[config.mk]
export PLATFORM = sky130hd
export DESIGN_NAME = source_text_tokenizer_core
export DESIGN_NICKNAME = d
export VERILOG_FILES = /design/src/sv/stt_pkg.sv /design/src/sv/stt_front.sv /design/src/sv/stt_queue.sv /design/src/sv/stt_back.sv /design/src/sv/source_text_tokenizer_core.sv
export SDC_FILE = /design/constraint.sdc
export NUM_CORES = 1
export LEC_CHECK = 0
export ABC_AREA = 1
export BUFFER_PORTS_ARGS = -buffer_cell sky130_fd_sc_hd__clkbuf_2
export CORE_ASPECT_RATIO = 0.5
export CORE_MARGIN = 8
export CORE_UTILIZATION = 30
export CTS_CLUSTER_SIZE = 14
export DETAILED_ROUTE_END_ITERATION = 8
export PLACE_DENSITY = 0.45
export SLEW_MARGIN = 30
export SYNTH_ARGS = -nofsm -noshare
export SYNTH_HDL_FRONTEND = slang
export SYNTH_HIERARCHICAL = 1
export SYNTH_SLANG_ARGS = --single-unit
[constraint.sdc]
create_clock -name clk -period 13.5 [get_ports clk]
set_input_delay 1.35 -clock clk [delete_from_list [all_inputs] [get_ports clk]]
set_output_delay 1.35 -clock clk [all_outputs]
set_load 0.005 [all_outputs]
[src/sv/stt_pkg.sv]
// Shared types, character constants and classification functions of the tokenizer.
`timescale 1ns / 1ps
package stt_pkg;

	// Token classes as they appear on the result stream
	typedef enum logic [4:0] {
		CLS_EOS    = 5'd0,
		CLS_COMMA  = 5'd1,
		CLS_SEMI   = 5'd2,
		CLS_LPAREN = 5'd3,
		CLS_RPAREN = 5'd4,
		CLS_LCURL  = 5'd5,
		CLS_RCURL  = 5'd6,
		CLS_ADD    = 5'd7,
		CLS_SUB    = 5'd8,
		CLS_MUL    = 5'd9,
		CLS_DIV    = 5'd10,
		CLS_LT     = 5'd11,
		CLS_DEF    = 5'd12,
		CLS_IF     = 5'd13,
		CLS_ELSE   = 5'd14,
		CLS_IDENT  = 5'd15,
		CLS_NUMBER = 5'd16,
		CLS_ERROR  = 5'd17
	} tok_class_e;

	// Front-end scanner modes
	typedef enum logic [1:0] {
		M_IDLE,
		M_IDENT,
		M_NUMBER,
		M_HALT
	} scan_mode_e;

	// Back-end emitter states
	typedef enum logic {
		B_IDLE,
		B_RUN
	} back_state_e;

	// Command kinds passed through the queue
	typedef enum logic {
		K_SINGLE,
		K_RUN
	} cmd_kind_e;

	typedef struct packed {
		cmd_kind_e  kind;
		tok_class_e cls;
		logic       last;
	} cmd_t;

	// Source characters
	localparam logic [7:0] CH_NUL    = 8'h00;
	localparam logic [7:0] CH_TAB    = 8'h09;
	localparam logic [7:0] CH_LF     = 8'h0A;
	localparam logic [7:0] CH_SPACE  = 8'h20;
	localparam logic [7:0] CH_LPAREN = 8'h28;
	localparam logic [7:0] CH_RPAREN = 8'h29;
	localparam logic [7:0] CH_STAR   = 8'h2A;
	localparam logic [7:0] CH_PLUS   = 8'h2B;
	localparam logic [7:0] CH_COMMA  = 8'h2C;
	localparam logic [7:0] CH_MINUS  = 8'h2D;
	localparam logic [7:0] CH_SLASH  = 8'h2F;
	localparam logic [7:0] CH_0      = 8'h30;
	localparam logic [7:0] CH_9      = 8'h39;
	localparam logic [7:0] CH_SEMI   = 8'h3B;
	localparam logic [7:0] CH_LT     = 8'h3C;
	localparam logic [7:0] CH_UPPER_A = 8'h41;
	localparam logic [7:0] CH_UPPER_Z = 8'h5A;
	localparam logic [7:0] CH_UNDER  = 8'h5F;
	localparam logic [7:0] CH_LOWER_A = 8'h61;
	localparam logic [7:0] CH_LOWER_Z = 8'h7A;
	localparam logic [7:0] CH_LCURL  = 8'h7B;
	localparam logic [7:0] CH_RCURL  = 8'h7D;

	// Keywords, first character in the upper bits
	localparam logic [23:0] KW_DEF  = "def";
	localparam logic [15:0] KW_IF   = "if";
	localparam logic [31:0] KW_ELSE = "else";

	function automatic logic is_letter(input logic [7:0] b);
		return (b >= CH_LOWER_A && b <= CH_LOWER_Z) || (b >= CH_UPPER_A && b <= CH_UPPER_Z);
	endfunction

	function automatic logic is_digit(input logic [7:0] b);
		return b >= CH_0 && b <= CH_9;
	endfunction

	function automatic logic is_cont(input logic [7:0] b);
		return is_letter(b) || is_digit(b) || b == CH_UNDER;
	endfunction

	function automatic logic is_space(input logic [7:0] b);
		return b == CH_SPACE || b == CH_TAB || b == CH_LF;
	endfunction

	function automatic logic [3:0] digit_val(input logic [7:0] b);
		logic [7:0] diff;
		diff = b - CH_0;
		return diff[3:0];
	endfunction

	// True when a byte scanned between tokens produces a result of its own
	function automatic logic emits_token(input logic [7:0] b);
		return !is_space(b) && !is_letter(b) && !is_digit(b);
	endfunction

	// Single-byte token class; anything unlisted is an error
	function automatic tok_class_e single_class(input logic [7:0] b);
		tok_class_e c;
		unique case (b)
			CH_NUL:    c = CLS_EOS;
			CH_COMMA:  c = CLS_COMMA;
			CH_SEMI:   c = CLS_SEMI;
			CH_LPAREN: c = CLS_LPAREN;
			CH_RPAREN: c = CLS_RPAREN;
			CH_LCURL:  c = CLS_LCURL;
			CH_RCURL:  c = CLS_RCURL;
			CH_PLUS:   c = CLS_ADD;
			CH_MINUS:  c = CLS_SUB;
			CH_STAR:   c = CLS_MUL;
			CH_SLASH:  c = CLS_DIV;
			CH_LT:     c = CLS_LT;
			default:   c = CLS_ERROR;
		endcase
		return c;
	endfunction

endpackage

[src/sv/stt_front.sv]
// Scanner front end: takes source bytes, tracks scan mode and issues token commands.
`timescale 1ns / 1ps
module stt_front #(
	parameter int IDENT_MAX  = 64,
	parameter int VALUE_BITS = 48,
	parameter int LINE_BITS  = 16,
	localparam int LEN_W     = $clog2(IDENT_MAX),
	localparam int ADDR_W    = $clog2(IDENT_MAX - 1)
) (
	input  logic                  clk,
	input  logic                  arst_n,
	input  logic                  s_tvalid,
	output logic                  s_tready,
	input  logic [7:0]            s_tdata,
	input  logic                  q_full,
	output logic                  push,
	output stt_pkg::cmd_t         cmd,
	output logic [VALUE_BITS-1:0] cmd_value,
	output logic [LINE_BITS-1:0]  cmd_line,
	output logic [LEN_W-1:0]      cmd_len,
	output logic                  wr_en,
	output logic [ADDR_W-1:0]     wr_addr,
	output logic [7:0]            wr_data,
	input  logic                  run_done
);
	import stt_pkg::*;

	localparam int BUF_LEN = IDENT_MAX - 1;

	scan_mode_e            mode_q, mode_d;
	logic                  hold_vld_q;
	logic [7:0]            hold_byte_q;
	logic [LEN_W-1:0]      len_q, len_d;
	logic [VALUE_BITS-1:0] acc_q, acc_d;
	logic [LINE_BITS-1:0]  line_q, line_d;
	logic                  busy_q;
	logic [7:0]            kw_q [4];
	logic                  kw_wr;
	logic                  consume;
	logic                  is_def, is_if, is_else;

	// Multiply by ten and add a digit, sticking at all ones
	function automatic logic [VALUE_BITS-1:0] mac10(input logic [VALUE_BITS-1:0] acc,
		input logic [3:0] d);
		logic [VALUE_BITS+3:0] prod;
		prod = {1'b0, acc, 3'b000} + {3'b000, acc, 1'b0} + (VALUE_BITS + 4)'(d);
		if (prod[VALUE_BITS+3:VALUE_BITS] != 4'b0000)
			return '1;
		return prod[VALUE_BITS-1:0];
	endfunction

	// Keyword match on the first characters of the buffered identifier
	assign is_def  = len_q == LEN_W'(3) && {kw_q[0], kw_q[1], kw_q[2]} == KW_DEF;
	assign is_if   = len_q == LEN_W'(2) && {kw_q[0], kw_q[1]} == KW_IF;
	assign is_else = len_q == LEN_W'(4) && {kw_q[0], kw_q[1], kw_q[2], kw_q[3]} == KW_ELSE;

	assign s_tready = !hold_vld_q || consume;
	assign cmd_line = line_q;
	assign wr_data  = hold_byte_q;

	// Scan the held byte
	always_comb begin
		mode_d    = mode_q;
		len_d     = len_q;
		acc_d     = acc_q;
		line_d    = line_q;
		consume   = 1'b0;
		push      = 1'b0;
		cmd       = '{kind: K_SINGLE, cls: CLS_EOS, last: 1'b1};
		cmd_value = '0;
		cmd_len   = len_q;
		wr_en     = 1'b0;
		wr_addr   = len_q[ADDR_W-1:0];
		kw_wr     = 1'b0;
		if (hold_vld_q) begin
			unique case (mode_q)
				M_HALT: begin
					consume = 1'b1;
				end
				M_IDENT: begin
					if (is_cont(hold_byte_q) && len_q < LEN_W'(BUF_LEN)) begin
						consume = 1'b1;
						wr_en   = 1'b1;
						kw_wr   = len_q < LEN_W'(4);
						len_d   = len_q + LEN_W'(1);
					end else if (!q_full) begin
						// flush the identifier, keep the byte for a rescan
						push     = 1'b1;
						cmd.last = !emits_token(hold_byte_q);
						if (is_def)
							cmd.cls = CLS_DEF;
						else if (is_if)
							cmd.cls = CLS_IF;
						else if (is_else)
							cmd.cls = CLS_ELSE;
						else begin
							cmd.kind = K_RUN;
							cmd.cls  = CLS_IDENT;
						end
						len_d  = '0;
						mode_d = M_IDLE;
					end
				end
				M_NUMBER: begin
					if (is_digit(hold_byte_q)) begin
						consume = 1'b1;
						acc_d   = mac10(acc_q, digit_val(hold_byte_q));
					end else if (!q_full) begin
						push      = 1'b1;
						cmd.cls   = CLS_NUMBER;
						cmd.last  = !emits_token(hold_byte_q);
						cmd_value = acc_q;
						acc_d     = '0;
						mode_d    = M_IDLE;
					end
				end
				M_IDLE: begin
					if (is_space(hold_byte_q)) begin
						consume = 1'b1;
						if (hold_byte_q == CH_LF && line_q != '1)
							line_d = line_q + LINE_BITS'(1);
					end else if (is_letter(hold_byte_q)) begin
						// wait until the previous run has left the buffer
						if (!busy_q) begin
							consume = 1'b1;
							wr_en   = 1'b1;
							kw_wr   = 1'b1;
							len_d   = LEN_W'(1);
							mode_d  = M_IDENT;
						end
					end else if (is_digit(hold_byte_q)) begin
						consume = 1'b1;
						acc_d   = mac10('0, digit_val(hold_byte_q));
						mode_d  = M_NUMBER;
					end else if (!q_full) begin
						push    = 1'b1;
						consume = 1'b1;
						cmd.cls = single_class(hold_byte_q);
						if (cmd.cls == CLS_ERROR)
							mode_d = M_HALT;
					end
				end
			endcase
		end
	end

	// Hold register and scanner state
	always_ff @(posedge clk or negedge arst_n) begin
		if (!arst_n) begin
			mode_q     <= M_IDLE;
			hold_vld_q <= 1'b0;
			len_q      <= '0;
			acc_q      <= '0;
			line_q     <= LINE_BITS'(1);
			busy_q     <= 1'b0;
		end else begin
			mode_q <= mode_d;
			len_q  <= len_d;
			acc_q  <= acc_d;
			line_q <= line_d;
			if (s_tvalid && s_tready)
				hold_vld_q <= 1'b1;
			else if (consume)
				hold_vld_q <= 1'b0;
			if (push && cmd.kind == K_RUN)
				busy_q <= 1'b1;
			else if (run_done)
				busy_q <= 1'b0;
		end
	end

	// Byte and keyword characters carry no reset
	always_ff @(posedge clk) begin
		if (s_tvalid && s_tready)
			hold_byte_q <= s_tdata;
		if (kw_wr)
			kw_q[len_q[1:0]] <= hold_byte_q;
	end

endmodule

[src/sv/stt_queue.sv]
// Short command queue between the scanner front end and the result emitter.
`timescale 1ns / 1ps
module stt_queue #(
	parameter int WIDTH = 80
) (
	input  logic             clk,
	input  logic             arst_n,
	input  logic             push,
	input  logic [WIDTH-1:0] push_data,
	input  logic             pop,
	output logic [WIDTH-1:0] pop_data,
	output logic             full,
	output logic             empty
);
	localparam int DEPTH = 4;
	localparam int PTR_W = $clog2(DEPTH);

	logic [WIDTH-1:0] slot_q [DEPTH];
	logic [PTR_W-1:0] wr_ptr_q, rd_ptr_q;
	logic [PTR_W:0]   count_q;

	assign full     = count_q == (PTR_W + 1)'(DEPTH);
	assign empty    = count_q == '0;
	assign pop_data = slot_q[rd_ptr_q];

	// Advance pointers and occupancy
	always_ff @(posedge clk or negedge arst_n) begin
		if (!arst_n) begin
			wr_ptr_q <= '0;
			rd_ptr_q <= '0;
			count_q  <= '0;
		end else begin
			if (push)
				wr_ptr_q <= wr_ptr_q + PTR_W'(1);
			if (pop)
				rd_ptr_q <= rd_ptr_q + PTR_W'(1);
			if (push && !pop)
				count_q <= count_q + (PTR_W + 1)'(1);
			else if (pop && !push)
				count_q <= count_q - (PTR_W + 1)'(1);
		end
	end

	// Store entries
	always_ff @(posedge clk) begin
		if (push)
			slot_q[wr_ptr_q] <= push_data;
	end

endmodule

[src/sv/stt_back.sv]
// Result emitter: holds the identifier buffer and turns commands into result transfers.
`timescale 1ns / 1ps
module stt_back #(
	parameter int IDENT_MAX  = 64,
	parameter int VALUE_BITS = 48,
	parameter int LINE_BITS  = 16,
	localparam int LEN_W     = $clog2(IDENT_MAX),
	localparam int ADDR_W    = $clog2(IDENT_MAX - 1)
) (
	input  logic                   clk,
	input  logic                   arst_n,
	input  logic                   q_empty,
	output logic                   q_pop,
	input  stt_pkg::cmd_t          cmd,
	input  logic [VALUE_BITS-1:0]  cmd_value,
	input  logic [LINE_BITS-1:0]   cmd_line,
	input  logic [LEN_W-1:0]       cmd_len,
	input  logic                   wr_en,
	input  logic [ADDR_W-1:0]      wr_addr,
	input  logic [7:0]             wr_data,
	output logic                   run_done,
	input  logic                   out_ready,
	output logic                   out_vld,
	output stt_pkg::tok_class_e    out_cls,
	output logic [VALUE_BITS-1:0]  out_value,
	output logic [7:0]             out_char,
	output logic [LINE_BITS-1:0]   out_line,
	output logic                   out_end,
	output logic                   out_last
);
	import stt_pkg::*;

	localparam int BUF_LEN = IDENT_MAX - 1;

	logic [7:0]           mem [BUF_LEN];
	logic [7:0]           rd_data_q;
	logic                 rd_en;
	logic [ADDR_W-1:0]    rd_addr;
	back_state_e          state_q, state_d;
	logic [ADDR_W-1:0]    idx_q, idx_d;
	logic [LEN_W-1:0]     run_len_q;
	logic [LINE_BITS-1:0] run_line_q;
	logic                 run_last_q;
	logic                 run_start;
	logic                 load_single, load_char;
	logic                 out_vld_q;
	logic                 out_free;
	logic                 char_is_end;

	assign out_vld     = out_vld_q;
	assign out_free    = !out_vld_q || out_ready;
	assign char_is_end = LEN_W'(idx_q) + LEN_W'(1) == run_len_q;

	// Identifier buffer, one write and one registered read port
	always_ff @(posedge clk) begin
		if (wr_en)
			mem[wr_addr] <= wr_data;
		if (rd_en)
			rd_data_q <= mem[rd_addr];
	end

	// Pick the next command and step through identifier runs
	always_comb begin
		state_d     = state_q;
		idx_d       = idx_q;
		q_pop       = 1'b0;
		rd_en       = 1'b0;
		rd_addr     = idx_q;
		run_start   = 1'b0;
		run_done    = 1'b0;
		load_single = 1'b0;
		load_char   = 1'b0;
		unique case (state_q)
			B_IDLE: begin
				if (!q_empty) begin
					if (cmd.kind == K_SINGLE) begin
						if (out_free) begin
							q_pop       = 1'b1;
							load_single = 1'b1;
						end
					end else begin
						q_pop     = 1'b1;
						run_start = 1'b1;
						rd_en     = 1'b1;
						rd_addr   = '0;
						idx_d     = '0;
						state_d   = B_RUN;
					end
				end
			end
			B_RUN: begin
				if (out_free) begin
					load_char = 1'b1;
					if (char_is_end) begin
						run_done = 1'b1;
						state_d  = B_IDLE;
					end else begin
						rd_en   = 1'b1;
						rd_addr = idx_q + ADDR_W'(1);
						idx_d   = idx_q + ADDR_W'(1);
					end
				end
			end
		endcase
	end

	// Control state
	always_ff @(posedge clk or negedge arst_n) begin
		if (!arst_n) begin
			state_q   <= B_IDLE;
			idx_q     <= '0;
			out_vld_q <= 1'b0;
		end else begin
			state_q <= state_d;
			idx_q   <= idx_d;
			if (load_single || load_char)
				out_vld_q <= 1'b1;
			else if (out_ready)
				out_vld_q <= 1'b0;
		end
	end

	// Run descriptor and output payload
	always_ff @(posedge clk) begin
		if (run_start) begin
			run_len_q  <= cmd_len;
			run_line_q <= cmd_line;
			run_last_q <= cmd.last;
		end
		if (load_single) begin
			out_cls   <= cmd.cls;
			out_value <= cmd_value;
			out_char  <= 8'h00;
			out_line  <= cmd_line;
			out_end   <= 1'b1;
			out_last  <= cmd.last;
		end else if (load_char) begin
			out_cls   <= CLS_IDENT;
			out_value <= '0;
			out_char  <= rd_data_q;
			out_line  <= run_line_q;
			out_end   <= char_is_end;
			out_last  <= run_last_q && char_is_end;
		end
	end

endmodule

[src/sv/source_text_tokenizer_core.sv]
// Top level of the source text tokenizer: front end, command queue and result emitter.
//
// Source bytes arrive on the s_* channel, one byte per transfer; byte zero marks end of
// stream. Results leave on the m_* channel, one token or one identifier character per
// transfer, with token_end on m_tlast and last_result on m_tuser.
// In the front end a byte that continues a token or is white space is taken when it is
// scanned, a single-byte token once the command queue has room. A byte that ends an
// identifier or a number is scanned twice: to issue the pending token, then to rescan
// the byte itself. An identifier that is not a keyword leaves the buffer at one
// character per cycle while the receiver takes results, paced by the registered read
// port of the identifier buffer; a letter that opens the next identifier waits until
// that run has been read out. A single-byte token passes the hold register, the
// command queue and the output register on its way to m_tvalid.
// A stalled receiver fills the output register and then the four-entry command queue,
// after which the front end stops taking bytes that would issue a command.
// Reset clears the scan state, sets the line count to one and empties the queue; no
// clearing pass is needed. After an error token every further byte is taken and
// dropped until the next reset.
`timescale 1ns / 1ps
module source_text_tokenizer_core #(
	parameter int IDENT_MAX  = 64,
	parameter int VALUE_BITS = 48,
	parameter int LINE_BITS  = 16,
	localparam int OUT_W     = ((5 + VALUE_BITS + 8 + LINE_BITS + 7) / 8) * 8
) (
	input  logic             clk,
	input  logic             arst_n,
	input  logic             s_tvalid,
	output logic             s_tready,
	input  logic [7:0]       s_tdata,  // in_byte
	output logic             m_tvalid,
	input  logic             m_tready,
	output logic [OUT_W-1:0] m_tdata,  // token_class, number_value, ident_char, line_number
	output logic             m_tlast,  // token_end
	output logic             m_tuser   // last_result
);
	import stt_pkg::*;

	localparam int LEN_W  = $clog2(IDENT_MAX);
	localparam int ADDR_W = $clog2(IDENT_MAX - 1);
	localparam int CMD_W  = $bits(cmd_t);
	localparam int Q_W    = CMD_W + VALUE_BITS + LINE_BITS + LEN_W;

	logic                  f_push;
	cmd_t                  f_cmd;
	logic [VALUE_BITS-1:0] f_value;
	logic [LINE_BITS-1:0]  f_line;
	logic [LEN_W-1:0]      f_len;
	logic                  wr_en;
	logic [ADDR_W-1:0]     wr_addr;
	logic [7:0]            wr_data;
	logic                  run_done;
	logic                  q_full, q_empty, q_pop;
	logic [Q_W-1:0]        q_rd;
	cmd_t                  q_cmd;
	tok_class_e            out_cls;
	logic [VALUE_BITS-1:0] out_value;
	logic [7:0]            out_char;
	logic [LINE_BITS-1:0]  out_line;

	stt_front #(
		.IDENT_MAX (IDENT_MAX),
		.VALUE_BITS(VALUE_BITS),
		.LINE_BITS (LINE_BITS)
	) u_front (
		.clk      (clk),
		.arst_n   (arst_n),
		.s_tvalid (s_tvalid),
		.s_tready (s_tready),
		.s_tdata  (s_tdata),
		.q_full   (q_full),
		.push     (f_push),
		.cmd      (f_cmd),
		.cmd_value(f_value),
		.cmd_line (f_line),
		.cmd_len  (f_len),
		.wr_en    (wr_en),
		.wr_addr  (wr_addr),
		.wr_data  (wr_data),
		.run_done (run_done)
	);

	stt_queue #(
		.WIDTH(Q_W)
	) u_queue (
		.clk      (clk),
		.arst_n   (arst_n),
		.push     (f_push),
		.push_data({f_len, f_line, f_value, f_cmd}),
		.pop      (q_pop),
		.pop_data (q_rd),
		.full     (q_full),
		.empty    (q_empty)
	);

	// Unpack the queue head
	assign q_cmd = cmd_t'(q_rd[CMD_W-1:0]);

	stt_back #(
		.IDENT_MAX (IDENT_MAX),
		.VALUE_BITS(VALUE_BITS),
		.LINE_BITS (LINE_BITS)
	) u_back (
		.clk      (clk),
		.arst_n   (arst_n),
		.q_empty  (q_empty),
		.q_pop    (q_pop),
		.cmd      (q_cmd),
		.cmd_value(q_rd[CMD_W +: VALUE_BITS]),
		.cmd_line (q_rd[CMD_W + VALUE_BITS +: LINE_BITS]),
		.cmd_len  (q_rd[CMD_W + VALUE_BITS + LINE_BITS +: LEN_W]),
		.wr_en    (wr_en),
		.wr_addr  (wr_addr),
		.wr_data  (wr_data),
		.run_done (run_done),
		.out_ready(m_tready),
		.out_vld  (m_tvalid),
		.out_cls  (out_cls),
		.out_value(out_value),
		.out_char (out_char),
		.out_line (out_line),
		.out_end  (m_tlast),
		.out_last (m_tuser)
	);

	// Pack result fields, lowest field first, zero filled to whole bytes
	assign m_tdata = OUT_W'({out_line, out_char, out_value, out_cls});

endmodule

Yosys cells after proc, flatten, opt, wreduce, memory -nomap -nowiden
Memories as Yosys holds them, arrays and structs flattened. A register that Yosys moved wholly into a read port is not among the register bits.
Index checks and enable logic that the tools add are counted.
{ "totals": {"regBits": 199, "ram_bits": 844, "inputBits": 12, "out_inout_bits": 84, "elab_cells": 262, "n_memories": 3} }
{ "mem_list": {"columns": ["memory", "words", "word_bits", "read_ports", "rd_clocked_by_memory_dff", "write_ports", "line_no", "rtl"], "rows": [
  ["u_back.mem", 63, 8, 1, 1, 1, "stt_back.sv:35", "logic [7:0] mem [BUF_LEN];"],
  ["u_queue.slot_q", 4, 77, 1, 0, 1, "stt_queue.sv:18", "logic [WIDTH-1:0] slot_q [DEPTH];"],
  ["u_front.kw_q", 4, 8, 4, 0, 1, "stt_front.sv:37", "logic [7:0] kw_q [4];"]
]} }
{ "classes": {"n_addsub": 10, "n_lt_le_gt_ge": 8, "n_eq_ne": 40, "n_mux": 131, "bitwise_logic": 1, "reduce_logical": 47} }
{ "ops": {"columns": ["cell", "n"], "rows": [
  ["two-way mux 48 bit", 14],
  ["one-hot mux 48 bit (2 select lines)", 1],
  ["equality test 8 x 6 -> 1 bit, second input constant", 10],
  ["two-way mux 5 bit", 14],
  ["two-way mux 6 bit", 11],
  ["two-way mux 1 bit", 63],
  ["one-hot mux 5 bit (12 select lines)", 1],
  ["adder 51 x 49 -> 52 bit", 1],
  ["adder 52 x 4 -> 52 bit", 1],
  ["equality test 32 x 31 -> 1 bit, second input constant", 1],
  ["two-way mux 16 bit", 2],
  ["equality test 24 x 23 -> 1 bit, second input constant", 1],
  ["equality test 8 x 7 -> 1 bit, second input constant", 3],
  ["one-hot mux 6 bit (2 select lines)", 2],
  ["two-way mux 7 bit", 3],
  ["two-way mux 2 bit", 9],
  ["adder 16 x 1 -> 16 bit, second input constant", 1],
  ["equality test 16 x 15 -> 1 bit, second input constant", 1],
  ["equality test 8 x 4 -> 1 bit, second input constant", 2],
  [">= comparator 8 x 7 -> 1 bit, second input constant", 2],
  ["<= comparator 8 x 7 -> 1 bit, second input constant", 2],
  ["inequality test 16 bit, second input constant", 1],
  ["logical AND 1 bit", 15],
  ["one-hot mux 5 bit (3 select lines)", 1],
  ["38 further kinds", 75]
]} }

Depth between registers and ports, before layout
Gate-level depths: netlist of the first run.
{ "logic_depth": {"ltp_word": 16, "mapped_depth": 22, "mapped_depth_nobuf": 21} }

Modules after synthesis
Netlist of the first run, hierarchy kept.
{ "modules_own_cells": {"columns": ["mod", "n_inst", "cells_per_inst", "area_per_inst_um2", "seq_area_each_um2"], "rows": [
  ["stt_back", 1, 2394, 26360.3, 18547.8],
  ["stt_queue", 1, 946, 12534.5, 9424.0],
  ["stt_front", 1, 1489, 10492.6, 3054.2],
  ["source_text_tokenizer_core", 1, 4, 26.3, 0.0]
]} }

Worst setup path before layout of the first run
Ideal clock, no wire load.
{ "synth_timing": {"kind": "reg-to-reg", "start": "register u_front.hold_byte_q[1] (netlist: u_front/wr_data[1])", "end": "memory u_queue/slot_q[0][0] (netlist bit) (enable)", "setup_ns": 0.431, "arrival_ns": 4.260, "required_ns": 13.069, "slack_ns": 8.809, "path_stages_with_launch": 14, "path_buffers": 1, "synth_period_minus_slack_ns": 4.691, "cell_sequence": "edfxtp_1 > inv_1 > a21oi_1 > nor2_4 > inv_2 > nand3_1 > nor2_1 > nand2_1 > inv_1 > nor2_1 > a21oi_1 > clkbuf_1 > nand2_1 > inv_1"} }
{ "synth_between": {"elab_chain_cells": 11, "elab_cells_between_ends": 27, "cone_classes": "order compare (6); eq/ne (4); mux (8); reduce/logical (9)"} }
{ "synth_rtl": {"columns": ["element", "line_no", "rtl"], "rows": [
  ["from (decl)", "stt_front.sv:32", "logic [7:0] hold_byte_q;"],
  ["from (signal assigned)", "stt_front.sv:175", "hold_byte_q <= s_tdata;"],
  [">= comparator 8 x 7 -> 1 bit or <= comparator 8 x 7 -> 1 bit (tied branches)", "stt_pkg.sv:83", "return (b >= CH_LOWER_A && b <= CH_LOWER_Z) || (b >= CH_UPPER_A && b <= CH_UPPER_Z);"],
  ["logical AND 1 bit", "stt_pkg.sv:83", null],
  ["logical OR 1 bit", "stt_pkg.sv:83", null],
  ["logical OR 1 bit (2 in series)", "stt_pkg.sv:91", "return is_letter(b) || is_digit(b) || b == CH_UNDER;"],
  ["logical AND 1 bit", "stt_front.sv:81", "if (is_cont(hold_byte_q) && len_q < LEN_W'(BUF_LEN)) begin"],
  ["two-way mux 1 bit", "stt_front.sv:81", null],
  ["one-hot mux 1 bit (3 select lines) *", "stt_front.sv:76", "unique case (mode_q)"],
  ["two-way mux 1 bit *", "stt_front.sv:75", "if (hold_vld_q) begin"],
  ["named net f_push", "source_text_tokenizer_core.sv:44", "logic f_push;"],
  ["two-way mux 1 bit *", "stt_queue.sv:46", "if (push)"],
  ["two-way mux 1 bit (implied by the code) *", "stt_queue.sv:47", "slot_q[wr_ptr_q] <= push_data;"],
  ["to (decl)", "stt_queue.sv:18", null]
]} }
Mark *: on every way through the listed nets, which the timed path passes. The rest lies on a longest branch.

Final worst setup path of the first run
{ "layout_timing": {"start": "register u_queue.rd_ptr_q[1]", "end": "register u_back.rd_data_q[0], read port of u_back.mem (data pin)"} }
{ "layout_between": {"elab_chain_cells": 4, "elab_cells_between_ends": 7, "cone_classes": "mux (6); memory (1)"} }
{ "layout_rtl": {"columns": ["element", "line_no", "rtl"], "rows": [
  ["from (decl)", "stt_queue.sv:19", "logic [PTR_W-1:0] wr_ptr_q, rd_ptr_q;"],
  ["from (signal assigned)", "stt_queue.sv:36", "rd_ptr_q <= rd_ptr_q + PTR_W'(1);"],
  ["memory read (4 x 77 bit) *", null, null],
  ["named net q_rd[6]", "source_text_tokenizer_core.sv:54", "logic [Q_W-1:0] q_rd;"],
  ["two-way mux 6 bit or two-way mux 1 bit (tied branches) (2 in series)", null, null],
  ["one-hot mux 6 bit (2 select lines) or one-hot mux 1 bit (2 select lines) (tied branches)", null, null],
  ["to (decl)", "stt_back.sv:36", "logic [7:0] rd_data_q;"]
]} }
Marked as above.
A chain may end at the register's enable or synchronous reset.

==> impl_metrics.toml, run 1 <==
[yosys]
synthTopCellsByArea = "edfxtp_1 58%, nand2_1 11%, nand3_1 5.7%"
syn-instance-count = 4833
async_flop_share_pct = 8.47
ys_seq_area_share_pct = 62.8
ys.flop_type = "edfxtp_1"
ys_warn_count = 6
synth-edff-count = 953
syn_area_per_cell_um2 = 10.2
ys_ff_latch = 1051
synth_cell_types = 59
synth_top_cell_by_area = "edfxtp_1"
synth_top_area_share_pct = 57.9
synth_area_um2 = 49400

[clock_network]
cts_hold_buf = 0
post_cts_resized = 0
post_cts_buffers = 0
cts.htree.levels = 3
cts_root_buf = "clkbuf_16"
clk_latency_ns = 0.74
clockBufferDepth = 3
cts_buffers = 105
clock-sinks = 1051
clk_pin_slew_ns = 0.06
cts_tree = "built"

[worst_setup_path]
r2r_end = "u_back/rd_data_q[0]$_DFFE_PP_"
critPathKind = "flip-flop to flip-flop"
slowest_delay_ns = 0.97
crit_path_max_fanout = 123
crit_path_cell_trace = "clkinv_2 > o211ai_1 > nand2_1 > inv_1 > nor2_1 > inv_1 > nor2_2 > buf_4 > inv_1 > nand3_4 > nand2_8 > buf_4 > nand2_1 > nand3_1 > nand3_1 > nand3_1 > nand3_1 > nand3_1 > nand2_1"
reg2reg_depth = 19
worst_path_most_repeated_cell = "nand3_1"
setup.worst_path.start_class = "flip-flop"
required_ns = 13.97
crit_arrival_ns = 6.70
regToRegStartpoint = "u_queue/rd_ptr_q[1]$_DFFE_PN0P_"
reg2reg_setup_slack_ns = 7.27
end_kind = "flip-flop"
cp_slowest_cell = "nand2_8"

[timing]
setup-tns-final_ns = 0
finalWorstSetupSlack_ns = 7.27
rsz0062_at_grt = "false"
finClkSkew_ns = 0.0550
setup_viol = 0
max_slew.worst_pin.slew_ns = 1.02
slew_viol_final = 0
max_freq_mhz = 161
layout_min_cycle_time_ns = 6.23
relSlewSlack_pct = 32.1
timing.final.crit_share_pct = 46.1
hold_viol_final = 0

[run]
drv_cap = 0

[drt]
drt_iter0_drc = 2361
drc = 0
routedWlPerCell_um = 19.1
wirelength_mm = 137
first_pass_iters = 5
vias = 33700
viasPerCell = 4.73
ant_nets = 0

[pwr]
ir_worst_vdd_uv = 144
p_leak_nw = 22.4
power.density_nw_per_um2 = 199

[cells_and_area]
areaGrowthSynthToFinish_pct = 12.0
drive_gt1_share_pct = 8.79
fin_util_pct = 33.8
nFillCells = 16600
multiInputGateArea_um2 = 15100
seq_area_um2 = 31000
layout.nets = 4979

[hold_path]
min_to = "u_back/out_char[4]$_SDFFE_PP0P_"
hold_path.class = "flip-flop to flip-flop"
whs_path_depth = 2
worstHoldStart = "u_back/out_char[4]$_SDFFE_PP0P_"

[global_routing]
overflow = 0
grt_pass1_vias = 33700
grt_start_max_net_pins = 253
antenna_found_initial = 4
grt.total_usage_pct = 15.0
grt_pass1_wl_mm = 209

[die]
ios = 96
start_util_pct = 30.2
rows = 105
die-area_um2 = 179000
die_y_um = 303
die_x_um = 590
core_area_um2 = 164000

[placement]
detailedPlace.worstSlack_ns = 7.07
hpwl_mm = 83.9
gp_congestion = 0.849
port_buffers = 92

[outcome]
status = "completed"
-- power by group --
part / total [W] / switching [W] / leakage (nW) / internal (W)
Clock: 0.00296 / 0.00130 / 1.68 / 0.00166
Sequential: 0.00428 / 0.000196 / 9.94 / 0.00409
Combinational: 0.00377 / 0.00280 / 10.7 / 0.000975
Total: 0.0110 / 0.00430 / 22.4 / 0.00672
-- flip-flops by register name, indices dropped and copies added (netlist names), 2 cells and up --
name               flops
u_back/mem           504
u_queue/slot_q       308
u_back/out_value      48
u_front/acc_q         48
u_front/kw_q          32
u_back/out_line       16
u_back/run_line_q     16
u_front/cmd_line      16
u_back/out_char        8
u_back/rd_data_q       8
u_front/wr_data        8
u_back/idx_q           6
u_back/run_len_q       6
u_front/cmd_len        6
u_back/out_cls         5
u_queue/count_q        3
u_front/mode_q         2
u_queue/rd_ptr_q       2
u_queue/wr_ptr_q       2
-- stage by stage --
| step | cells | total power, W | area [um2] | hold WS, ns |
|---|---|---|---|---|
| global placement | 6937 | 0.00815 | 51800 | 0.459 |
| CTS | 7137 | 0.0112 | 55300 | 0.465 |
| detailed placement | 6938 | 0.00818 | 51800 | 0.456 |
| floorplan | 4835 | 0.00690 | 49400 | 0.457 |
| finish | 7141 | 0.0110 | 55400 | 0.461 |
| global route | 7141 | 0.0117 | 55400 | 0.478 |
-- metal layers --
| metal | wire length [um] | up-vias | GRT usage, % | part of all wire [%] |
|---|---|---|---|---|
| met3 | 6060 | 192 | 2.41 | 4.4 |
| met4 | 3180 | 0 | 3.75 | 2.3 |
| met2 | 65400 | 655 | 25.7 | 48 |
| met5 | 0 | - | 0 | 0 |
| met1 | 62200 | 16600 | 19.9 | 45 |
| li1 | - | 16300 | - | - |
-- cell usage after synthesis, types with 2 or more instances --
| cell type | n |
|---|---|
| nand2_1 | 1416 |
| edfxtp_1 | 953 |
| nand3_1 | 565 |
| inv_1 | 550 |
| nor2_1 | 284 |
| o211ai_1 | 163 |
| buf_2 | 119 |
| ha_1 | 110 |
| dfrtp_1 | 88 |
| a21oi_1 | 74 |
| o21ai_2 | 59 |
| clkbuf_1 | 50 |
| o21ai_0 | 40 |
| xor2_1 | 36 |
| buf_4 | 34 |
| nor3_1 | 34 |
| nand3b_1 | 29 |
| nand4_1 | 28 |
| xnor2_1 | 23 |
| inv_2 | 16 |
| nand2_2 | 15 |
| nor4_1 | 15 |
| buf_6 | 14 |
| o21ai_1 | 13 |
| o21bai_1 | 13 |
| dfxtp_1 | 9 |
| nor2_2 | 8 |
| a31oi_1 | 7 |
| or2_2 | 6 |
| a211oi_1 | 5 |
| and2_1 | 5 |
| buf_1 | 5 |
| nor2_4 | 5 |
| nand3_2 | 4 |
| fa_1 | 3 |
| nor3_2 | 3 |
| o31ai_1 | 3 |
| a22oi_1 | 2 |
| a31oi_4 | 2 |
| buf_8 | 2 |
| nand2_4 | 2 |
| nand3_4 | 2 |
| nor4b_1 | 2 |
| or2_1 | 2 |
-- cells in the final DEF (no fill, tap or decap), drive strengths merged, types with 2 or more instances in the layout --
master / n
a211oi: 6
a21boi: 2
a21oi: 75
a22oi: 2
a31oi: 9
and2: 5
buf: 46
bufinv: 8
clkbuf: 234
clkinv: 44
clkinvlp: 5
conb: 3
dfrtp: 88
dfxtp: 9
diode: 2
edfxtp: 953
fa: 3
ha: 110
inv: 567
nand2: 1433
nand3: 571
nand3b: 29
nand4: 28
nor2: 297
nor3: 38
nor4: 15
nor4b: 2
o211ai: 163
o21ai: 112
o21bai: 13
o31ai: 3
or2: 8
xnor2: 23
xor2: 36
-- cell type report --
class                           count  area share [%]
Sequential cell                  1051            56.1
Multi-Input combinational cell   2991            27.2
Clock buffer                      143            5.21
Tap cell                         2193            4.96
Inverter                          568            3.89
Timing Repair Buffer              137            1.59
Clock inverter                     56            1.07
Antenna cell                        2         0.00904
-- cell families after synthesis --
group / synth area share, %
and+or+nand+nor: 20.9
DFF: 62.8
buffers and inverters: 6.89
AOI/OAI and AO/OA: 5.49
adders and majority gates: 2.91
xor gates and xnor gates: 1.05
other: 0.00759
-- critical path: cells and delay by family (launching register included) --
| kind | cells | cell delay (ns) |
|---|---|---|
| AOI/OAI and AO/OA | 1 | 0.32 |
| buffers and inverters | 6 | 2.16 |
| DFF | 1 | 0.64 |
| and+or+nand+nor | 12 | 2.80 |
-- how the worst max path moves through the flow --
stage,end,depth (start not counted),startpoint
floorplan,u_queue/slot_q[0][0]$_DFFE_PP_,13,u_front/wr_data[1]$_DFFE_PP_
finish,u_back/rd_data_q[0]$_DFFE_PP_,19,u_queue/rd_ptr_q[1]$_DFFE_PN0P_
global route,u_back/rd_data_q[4]$_DFFE_PP_,20,u_queue/rd_ptr_q[1]$_DFFE_PN0P_
detailed placement,u_back/rd_data_q[0]$_DFFE_PP_,19,u_queue/rd_ptr_q[1]$_DFFE_PN0P_
global placement,u_back/rd_data_q[6]$_DFFE_PP_,20,u_queue/rd_ptr_q[1]$_DFFE_PN0P_
CTS,u_back/rd_data_q[0]$_DFFE_PP_,19,u_queue/rd_ptr_q[1]$_DFFE_PN0P_
(Power assumes the default switching activity.)
==> run 2, diff against run 1 <==
- clock period: 13.5 -> 5.95 ns (I/O delays scaled with it)
==> impl_metrics.toml, run 2 (synthesis gave the netlist of run 1 again) <==
[worst_setup_path]
critPathKind = "flip-flop to flip-flop"
setup.worst_path.start_class = "flip-flop"
crit_arrival_ns = 5.05
required_ns = 6.53
crit_path_max_fanout = 75
crit_path_cell_trace = "ha_1 > inv_1 > nand2_1 > nand2_1 > nor2_1 > nand3_1 > nor2_2 > nand3_2 > nand3_1 > nand3_1 > nand2_4 > buf_4 > buf_4 > nand3_1 > nand3_1 > nand3_1 > nand3_1 > nand3_1 > nand2_1"
worst_path_most_repeated_cell = "nand3_1"
path_depth = 19
reg2reg_depth = 19
slowest_delay_ns = 0.81
cp_top_family = "simple AND/OR/NAND/NOR gates"
end_kind = "flip-flop"
cp_slowest_cell = "buf_4"
cp_num_buf_inv = 3

[cells_and_area]
top_register = "u_back/mem"
layout.nets = 5005
mostFrequentLayoutCell = "nand2_1"
drive_gt1_share_pct = 9.12
fin_util_pct = 33.9
top_regs = "u_back/mem x504, u_queue/slot_q x308"
largest_reg_flops = 504
most-common-layout-cells = "1412 x nand2_1, 953 x edfxtp_1, 565 x nand3_1"
areaGrowthSynthToFinish_pct = 12.4
final_area_um2 = 55600

[timing]
timing.final.crit_share_pct = 75.1
rsz0062_at_grt = "false"
setup-tns-final_ns = 0
max_slew.worst_pin.slew_ns = 1.06
max_freq_mhz = 224
relSlewSlack_pct = 29.3
layout_min_cycle_time_ns = 4.47
whs_ns = 0.101
slew_viol_final = 0
finClkSkew_ns = 0.0384
setup_viol = 0
hold_viol_final = 0

[drt]
viasPerCell = 4.71
ant_nets = 0
wirelength_mm = 137
drt_iter0_drc = 2426
drc = 1
first_pass_iters = 9
vias = 33700
routedWlPerCell_um = 19.2

[pwr]
power.density_nw_per_um2 = 450
p_leak_nw = 22.5
ir_worst_vdd_uv = 386

[die]
die_y_um = 303
die_x_um = 590
rows = 105
start_util_pct = 30.2
ios = 96
die-area_um2 = 179000
core_area_um2 = 164000

[placement]
hpwl_mm = 86.4
gp_congestion = 0.866
placed_cell_area_um2 = 52100
port_buffers = 92

[outcome]
status = "finished with violations"
violations = "DRC"

[hold_path]
hold_path.class = "primary input to flip-flop"
whs_path_depth = 1

[global_routing]
antenna_found_initial = 5
grt_start_max_net_pins = 185
grt_pass1_wl_mm = 209
overflow = 0
grt.total_usage_pct = 15.1
grt_pass1_vias = 33400

[clock_network]
clockBufferDepth = 3
cts_tree = "built"
clock-sinks = 1051
post_cts_resized = 0
clk_pin_slew_ns = 0.07
clk_latency_ns = 0.72
cts_buffers = 105
cts.htree.levels = 3
cts_root_buf = "clkbuf_16"

[run]
drv_cap = 0
[run 2: path summary, 6_finish.rpt]
kind / end / slack [ns] / start
setup / recovery: u_back/rd_data_q[0]$_DFFE_PP_ / 1.48 / u_back/idx_q[0]$_DFF_PN0_
hold / removal: u_front/wr_data[3]$_DFFE_PP_ / 0.10 / s_tdata[3]
setup reg to reg: u_back/rd_data_q[0]$_DFFE_PP_ / 1.48 / u_back/idx_q[0]$_DFF_PN0_
hold reg to reg: u_back/out_char[2]$_SDFFE_PP0P_ / 0.48 / u_back/out_char[2]$_SDFFE_PP0P_
max in group asynchronous: u_queue/rd_ptr_q[1]$_DFFE_PN0P_ / 4.31 / arst_n
min in group asynchronous: u_back/out_vld$_DFFE_PN0P_ / 0.42 / arst_n
[run 2: per-stage QoR]
stage	instances	worst slack (ns)	total power (W)
2_1_floorplan	4835	1.26	0.0157
3_3_place_gp	6960	1.35	0.0186
3_5_place_dp	6962	1.52	0.0187
4_1_cts	7160	1.50	0.0254
5_1_grt	7163	1.24	0.0265
6_report	7163	1.48	0.0250
[run 2: repair_timing]
action / 4_1_cts / 5_1_grt
hold buffers: 2 / 0
buffers inserted: 0 / 0
hold endpoints to repair: 43 / 0
[run 2: layout make-up]
| type | instances | area (um2) |
|---|---|---|
| clock buffers | 128 | 2770 |
| repair buffers | 163 | 1180 |
| fillers | 16600 | 108000 |
| clock inverters | 68 | 631 |
| multi-input cells | 2991 | 15000 |
| flip-flops and latches | 1051 | 31000 |
| diodes | 1 | 2.50 |
| well taps | 2193 | 2740 |
| inverters | 568 | 2150 |
[run 2: power by group]
group          leakage [nW]  internal (W)  switching, W
clock                  1.64       0.00367       0.00292
combinational          10.9       0.00232       0.00644
sequential             9.95       0.00926      0.000391
[run 2: metal layers]
layer | global-route usage [%] | wire length [um] | share of wire, %
met1 | 20.2 | 62500 | 46
met2 | 25.6 | 65200 | 48
met3 | 2.33 | 6170 | 4.5
met4 | 4.06 | 3310 | 2.4
met5 | 0 | 13 | 0.0095
